`src/iae_pkg.sv`:
```
// ---------------------------------------------------------------------------
// Infix add/multiply evaluator package
// Token kinds and the queued token type shared by front and back ends.
// ---------------------------------------------------------------------------
`default_nettype none

package iae_pkg;

  typedef enum logic [1:0] {
    TOK_NUM   = 2'd0,
    TOK_PLUS  = 2'd1,
    TOK_TIMES = 2'd2,
    TOK_END   = 2'd3
  } tok_kind_e;

  localparam int unsigned TOKEN_WIDTH = 31;
  localparam int unsigned QUEUE_DEPTH = 2;

  typedef struct packed {
    tok_kind_e               kind;
    logic [TOKEN_WIDTH-1:0]  value;
  } tok_t;

endpackage

`default_nettype wire

```
`src/iae_front.sv`:
```
// ---------------------------------------------------------------------------
// Infix evaluator front end
// Accepts token beats, classifies them and holds them in a short queue.
// ---------------------------------------------------------------------------
`default_nettype none

module iae_front (
  input  wire logic                            clk_i,
  input  wire logic                            rst_ni,
  input  wire logic                            in_valid_i,
  output logic                                 in_stall_o,
  input  wire logic [1:0]                      req_type_i,
  input  wire logic [iae_pkg::TOKEN_WIDTH-1:0] token_value_i,
  output logic                                 tok_valid_o,
  output iae_pkg::tok_t                        tok_o,
  input  wire logic                            tok_pop_i
);

  localparam int unsigned PtrW = (iae_pkg::QUEUE_DEPTH > 1) ? $clog2(iae_pkg::QUEUE_DEPTH) : 1;
  localparam int unsigned CntW = $clog2(iae_pkg::QUEUE_DEPTH + 1);

  iae_pkg::tok_t        mem_q [iae_pkg::QUEUE_DEPTH];
  logic [PtrW-1:0]      wr_ptr_q, wr_ptr_d;
  logic [PtrW-1:0]      rd_ptr_q, rd_ptr_d;
  logic [CntW-1:0]      count_q, count_d;
  iae_pkg::tok_t        in_tok;
  logic                 push;
  logic                 pop;

  assign in_tok.kind  = iae_pkg::tok_kind_e'(req_type_i);
  assign in_tok.value = token_value_i;

  assign in_stall_o  = (count_q == CntW'(iae_pkg::QUEUE_DEPTH));
  assign push        = in_valid_i && !in_stall_o;
  assign pop         = tok_pop_i && tok_valid_o;
  assign tok_valid_o = (count_q != '0);
  assign tok_o       = mem_q[rd_ptr_q];

  always_comb begin
    wr_ptr_d = wr_ptr_q;
    rd_ptr_d = rd_ptr_q;
    if (push) begin
      wr_ptr_d = (wr_ptr_q == PtrW'(iae_pkg::QUEUE_DEPTH - 1)) ? '0 : wr_ptr_q + 1'b1;
    end
    if (pop) begin
      rd_ptr_d = (rd_ptr_q == PtrW'(iae_pkg::QUEUE_DEPTH - 1)) ? '0 : rd_ptr_q + 1'b1;
    end
    count_d = count_q + CntW'(push) - CntW'(pop);
  end

  always_ff @(posedge clk_i or negedge rst_ni) begin
    if (!rst_ni) begin
      wr_ptr_q <= '0;
      rd_ptr_q <= '0;
      count_q  <= '0;
    end else begin
      wr_ptr_q <= wr_ptr_d;
      rd_ptr_q <= rd_ptr_d;
      count_q  <= count_d;
    end
  end

  always_ff @(posedge clk_i) begin
    if (push) begin
      mem_q[wr_ptr_q] <= in_tok;
    end
  end

endmodule

`default_nettype wire

```
`src/iae_back.sv`:
```
// ---------------------------------------------------------------------------
// Infix evaluator back end
// Evaluates queued tokens on a two-entry operand stack and registers results.
// ---------------------------------------------------------------------------
`default_nettype none

module iae_back #(
  parameter int unsigned VALUE_WIDTH = 32
) (
  input  wire logic         clk_i,
  input  wire logic         rst_ni,
  input  wire logic         tok_valid_i,
  input  wire iae_pkg::tok_t tok_i,
  output logic              tok_pop_o,
  output logic              out_valid_o,
  input  wire logic         out_stall_i,
  output logic signed [31:0] result_value_o,
  output logic              status_o
);

  logic [VALUE_WIDTH-1:0] s0_q, s0_d;
  logic [VALUE_WIDTH-1:0] s1_q, s1_d;
  logic [1:0]             depth_q, depth_d;
  logic                   plus_q, plus_d;
  logic                   times_q, times_d;
  logic                   expect_q, expect_d;
  logic                   mal_q, mal_d;
  logic                   out_valid_q, out_valid_d;
  logic [31:0]            result_q, result_d;
  logic                   status_q, status_d;

  logic [VALUE_WIDTH-1:0] v;
  logic [VALUE_WIDTH-1:0] mul_a;
  logic [VALUE_WIDTH-1:0] prod;
  logic [VALUE_WIDTH-1:0] sum;
  logic                   out_free;
  logic                   bad;

  assign v        = VALUE_WIDTH'(tok_i.value);
  assign mul_a    = (depth_q == 2'd1) ? s0_q : s1_q;
  assign prod     = VALUE_WIDTH'(mul_a * v);
  assign sum      = s0_q + s1_q;
  assign out_free = !out_valid_q || !out_stall_i;
  assign bad      = mal_q || expect_q || (depth_q == 2'd0);

  assign tok_pop_o = tok_valid_i && ((tok_i.kind != iae_pkg::TOK_END) || out_free);

  always_comb begin
    s0_d        = s0_q;
    s1_d        = s1_q;
    depth_d     = depth_q;
    plus_d      = plus_q;
    times_d     = times_q;
    expect_d    = expect_q;
    mal_d       = mal_q;
    out_valid_d = out_valid_q && out_stall_i;
    result_d    = result_q;
    status_d    = status_q;
    if (tok_pop_o) begin
      case (tok_i.kind)
        iae_pkg::TOK_END: begin
          out_valid_d = 1'b1;
          status_d    = bad;
          if (bad) begin
            result_d = '0;
          end else if (plus_q && depth_q == 2'd2) begin
            result_d = 32'(sum);
          end else begin
            result_d = 32'(s0_q);
          end
          s0_d     = '0;
          s1_d     = '0;
          depth_d  = '0;
          plus_d   = 1'b0;
          times_d  = 1'b0;
          expect_d = 1'b1;
          mal_d    = 1'b0;
        end
        iae_pkg::TOK_NUM: begin
          if (!mal_q) begin
            if (!expect_q) begin
              mal_d = 1'b1;
            end else begin
              expect_d = 1'b0;
              if (times_q && depth_q != 2'd0) begin
                times_d = 1'b0;
                if (depth_q == 2'd1) begin
                  s0_d = prod;
                end else begin
                  s1_d = prod;
                end
              end else if (depth_q == 2'd0) begin
                s0_d    = v;
                depth_d = 2'd1;
              end else if (depth_q == 2'd1) begin
                s1_d    = v;
                depth_d = 2'd2;
              end
            end
          end
        end
        iae_pkg::TOK_PLUS: begin
          if (!mal_q) begin
            if (expect_q) begin
              mal_d = 1'b1;
            end else begin
              if (plus_q && depth_q == 2'd2) begin
                s0_d    = sum;
                s1_d    = '0;
                depth_d = 2'd1;
              end
              plus_d   = 1'b1;
              expect_d = 1'b1;
            end
          end
        end
        iae_pkg::TOK_TIMES: begin
          if (!mal_q) begin
            if (expect_q) begin
              mal_d = 1'b1;
            end else begin
              times_d  = 1'b1;
              expect_d = 1'b1;
            end
          end
        end
        default: begin
          mal_d = mal_q;
        end
      endcase
    end
  end

  always_ff @(posedge clk_i or negedge rst_ni) begin
    if (!rst_ni) begin
      s0_q        <= '0;
      s1_q        <= '0;
      depth_q     <= '0;
      plus_q      <= 1'b0;
      times_q     <= 1'b0;
      expect_q    <= 1'b1;
      mal_q       <= 1'b0;
      out_valid_q <= 1'b0;
    end else begin
      s0_q        <= s0_d;
      s1_q        <= s1_d;
      depth_q     <= depth_d;
      plus_q      <= plus_d;
      times_q     <= times_d;
      expect_q    <= expect_d;
      mal_q       <= mal_d;
      out_valid_q <= out_valid_d;
    end
  end

  always_ff @(posedge clk_i) begin
    result_q <= result_d;
    status_q <= status_d;
  end

  assign out_valid_o    = out_valid_q;
  assign result_value_o = $signed(result_q);
  assign status_o       = status_q;

endmodule

`default_nettype wire

```
`src/infix_add_mul_evaluator.sv`:
```
// A result beat is registered and presented in the cycle after its end token is taken.
// Throughput: one token per cycle unless a stalled result holds an end token;
// the back end does at most one multiply or add per token on its two-entry operand stack.
// Reset clears the token queue, the evaluator state and the result valid.
// ---------------------------------------------------------------------------
// Infix add/multiply evaluator
// Evaluates a token stream of numbers, plus and times with operator precedence.
// ---------------------------------------------------------------------------
`default_nettype none

module infix_add_mul_evaluator #(
  parameter int unsigned VALUE_WIDTH = 32
) (
  input  wire logic                            clk_i,
  input  wire logic                            rst_ni,
  input  wire logic                            in_valid_i,
  output logic                                 in_stall_o,
  input  wire logic [1:0]                      req_type_i,
  input  wire logic [iae_pkg::TOKEN_WIDTH-1:0] token_value_i,
  output logic                                 out_valid_o,
  input  wire logic                            out_stall_i,
  output logic signed [31:0]                   result_value_o,
  output logic                                 status_o
);

  logic          tok_valid;
  iae_pkg::tok_t tok;
  logic          tok_pop;

  iae_front u_front (
    .clk_i         (clk_i),
    .rst_ni        (rst_ni),
    .in_valid_i    (in_valid_i),
    .in_stall_o    (in_stall_o),
    .req_type_i    (req_type_i),
    .token_value_i (token_value_i),
    .tok_valid_o   (tok_valid),
    .tok_o         (tok),
    .tok_pop_i     (tok_pop)
  );

  iae_back #(
    .VALUE_WIDTH (VALUE_WIDTH)
  ) u_back (
    .clk_i          (clk_i),
    .rst_ni         (rst_ni),
    .tok_valid_i    (tok_valid),
    .tok_i          (tok),
    .tok_pop_o      (tok_pop),
    .out_valid_o    (out_valid_o),
    .out_stall_i    (out_stall_i),
    .result_value_o (result_value_o),
    .status_o       (status_o)
  );

  assert property (@(posedge clk_i) disable iff (!rst_ni)
    tok_valid && (tok.kind != iae_pkg::TOK_END) |-> tok_pop)
    else $error("non-end token left in queue");

  assert property (@(posedge clk_i) disable iff (!rst_ni)
    tok_pop |-> tok_valid)
    else $error("pop from empty token queue");

  assert property (@(posedge clk_i) disable iff (!rst_ni)
    $rose(out_valid_o) |-> $past(tok_pop && (tok.kind == iae_pkg::TOK_END)))
    else $error("result beat without end token");

endmodule

`default_nettype wire
```
`config.mk`:
```
export PLATFORM = sky130hd
export DESIGN_NAME = infix_add_mul_evaluator
export DESIGN_NICKNAME = d
export VERILOG_FILES = /design/src/iae_pkg.sv /design/src/iae_front.sv /design/src/iae_back.sv /design/src/infix_add_mul_evaluator.sv
export SDC_FILE = /design/constraint.sdc
export NUM_CORES = 2
export LEC_CHECK = 0
export BUFFER_PORTS_ARGS = -buffer_cell sky130_fd_sc_hd__buf_2
export CAP_MARGIN = 20
export CORE_MARGIN = 1.5
export CORE_UTILIZATION = 43
export DETAILED_ROUTE_END_ITERATION = 12
export PLACE_DENSITY = 0.71
export SLEW_MARGIN = 20
export SYNTH_ARGS = -nofsm -noshare
export SYNTH_HDL_FRONTEND = slang
export SYNTH_SLANG_ARGS = --single-unit
```
`constraint.sdc`:
```
create_clock -name clk_i -period 13.5 [get_ports clk_i]
set_input_delay 1.35 -clock clk_i [delete_from_list [all_inputs] [get_ports clk_i]]
set_output_delay 1.35 -clock clk_i [all_outputs]
set_load 0.1 [all_outputs]
```
==> flow_summary.json <==
{
  "overflow": 0,
  "cts_tree": "yes",
  "dieArea_um2": 58510,
  "drc_errors": 0,
  "synthArstFlopShare": 0.4310,
  "port_buffers": 71,
  "die_h_um": 241.9,
  "globalplace.congestion": 0.9870,
  "critical_path_class": "flip-flop to flip-flop",
  "cts-buffers-inserted": 17,
  "tns_ns": 0,
  "critPathBufInv": 5,
  "dp_hpwl_mm": 57.54,
  "synthTopCellsByArea": "fa_1 (33%), edfxtp_1 (12%), ha_1 (8.1%)",
  "max_stage_delay_ns": 0.88,
  "ys.warnings.count": 0,
  "grt_use_total": 0.2577,
  "core-area_um2": 56390,
  "die_w_um": 241.9,
  "wl_per_cell_um": 21.87,
  "fmax_ghz": 0.1054,
  "route.vias.total": 19117,
  "routed_wl_mm": 73.87,
  "finClkSkew_ns": 0.009005,
  "first_pass_iters": 5,
  "setup_viol": 0,
  "cpMostUsedCell": "fa_1",
  "cts-root-buf": "clkbuf_16",
  "ctsHoldBuffers": 0,
  "cts_sinks": 174,
  "hp-class": "flip-flop to flip-flop",
  "synth_area_per_cell_um2": 9.541,
  "crit_family": "adder cells",
  "synth_ff_type": "edfxtp_1",
  "start_util": 0.4352,
  "yosysUniqueCellTypes": 69,
  "rows": 87,
  "layout_commonest_cell": "fa_1",
  "grt_pass1_wl_mm": 114.8,
  "rsz0062_at_grt": "false",
  "max_slew.worst_pin.slew_ns": 1.157,
  "cts_buffer_depth": 2,
  "stdcell_count": 3377,
  "r2r_setup_slack_ns": 4.01,
  "syn_inst": 2572,
  "fin_crit_sh": 0.7026,
  "slew_headroom": 0.2131,
  "antenna_found_initial": 1,
  "cts_resized": 0,
  "synth_nets": 3177,
  "crit_path_start_kind": "flip-flop",
  "clk_latency_ns": 0.45,
  "post-synth-top-area-cell": "fa_1",
  "final-hold-violation-count": 0,
  "slowest_stage": "dfrtp_2",
  "io_pins": 72,
  "yosys.area.top_type_share": 0.3345,
  "post-route-min-period_ns": 9.485,
  "cts_htree_levels": 4,
  "syn_area_um2": 24540,
  "fin_nets": 3213,
  "grt_pass1_vias": 20038,
  "drv_slew": 0,
  "critPathArrivalTime_ns": 9.83,
  "postRouteAntennaNets": 0,
  "drtIter0Drc": 1696,
  "end_kind": "flip-flop",
  "mostFrequentLayoutCells": "fa_1 (410), inv_1 (379), nand2_1 (354)",
  "synth.ff_latch_count": 174,
  "whs_ns": 0.5095,
  "via_per_inst": 5.661,
  "diodes": 0,
  "yosysSeqAreaShare": 0.1977,
  "final_layout_size_suffix_gt1_frac": 0.09882,
  "grt_max_degree": 75,
  "dp_cells": 3345,
  "syn_to_final_growth_pct": 7.970,
  "crit_fanout": 30,
  "post_cts_buffers": 0,
  "synth-edff-count": 99,
  "outcome": "completed",
  "cap_viol_max_count": 0,
  "clkTransAtPathRegs_ns": 0.07,
  "cp.required_ns": 13.84
}
synthesized netlist by cell type (all sizes together) (14+ instances only):
master	instances
edfxtp	99
mux2	68
inv	379
nand2b	14
nand2	354
xnor2	85
a21o	25
ha	158
clkbuf	79
and2	17
o21ai	79
buf	21
a21oi	75
a31oi	14
fa	410
nor2	347
dfrtp	74
o21a	21
o211ai	20
xor2	21
nor3	23
mux2i	61
logic make-up (layout without fill, tap and decap cells):
kind of cell	Yosys count	after routing	share of synthesized area
AO/OA/AOI/OAI	311	311	0.08174
multiplexers	129	129	0.05838
XOR/XNOR	108	108	0.03967
AND/OR/NAND/NOR	801	801	0.1317
buffers and inverters	481	530	0.07577
flip-flops	174	174	0.1977
adder cells (fa/ha/maj)	568	568	0.4151
flip-flops by register name (all words and copies together) (netlist names):
| name | count |
|---|---|
| u_back.status_o | 1 |
| u_back.result_value_o | 32 |
| u_back.mal_q | 1 |
| u_front.rd_ptr_q | 1 |
| u_back.s1_q | 32 |
| u_back.out_valid_o | 1 |
| u_back.expect_q | 1 |
| u_back.times_q | 1 |
| u_front.count_q | 2 |
| u_back.s0_q | 32 |
| u_front.wr_ptr_q | 1 |
| u_back.plus_q | 1 |
| u_front.mem_q | 66 |
| u_back.depth_q | 2 |
layout make-up:
class,count,area [µm²]
flip-flops and latches,174,4852
multi-input cells,1917,17960
clock buffers,17,425.4
fillers,5299,29890
repair buffers,117,710.7
well taps,756,945.9
inverters,381,1430
clock inverters,15,168.9
worst paths after layout:
path	start	cells after the start	to
setup reg to reg	u_front.rd_ptr_q	26	u_back.s0_q[31]
max in group asynchronous	rst_ni	2	u_back.s0_q[6]
hold / removal	u_front.wr_ptr_q	1	u_front.wr_ptr_q
setup / recovery	u_front.rd_ptr_q	26	u_back.s0_q[31]
hold reg to reg	u_front.wr_ptr_q	1	u_front.wr_ptr_q
min in group asynchronous	rst_ni	1	u_back.out_valid_o
layer usage:
| metal | GRT usage | wire length [µm] | up-vias |
|---|---|---|---|
| li1 | - | - | 8240 |
| met1 | 0.3315 | 28410 | 9745 |
| met2 | 0.4184 | 34890 | 926 |
| met3 | 0.05105 | 6602 | 206 |
| met4 | 0.1219 | 3970 | 0 |
| met5 | 0 | 0 | - |
metrics by stage:
stage / setup WS, ns / utilization / instance area, µm²
6_report: 4.015 / 0.4699 / 26490
5_1_grt: 3.750 / 0.4699 / 26490
4_1_cts: 4.212 / 0.4698 / 26490
3_5_place_dp: 4.234 / 0.4593 / 25900
3_3_place_gp: 3.933 / 0.4581 / 25830
2_1_floorplan: 5.106 / - / 24540
Power is not shown: default switching activity piles up to over one toggle a cycle in this logic, so the estimate is an artifact.
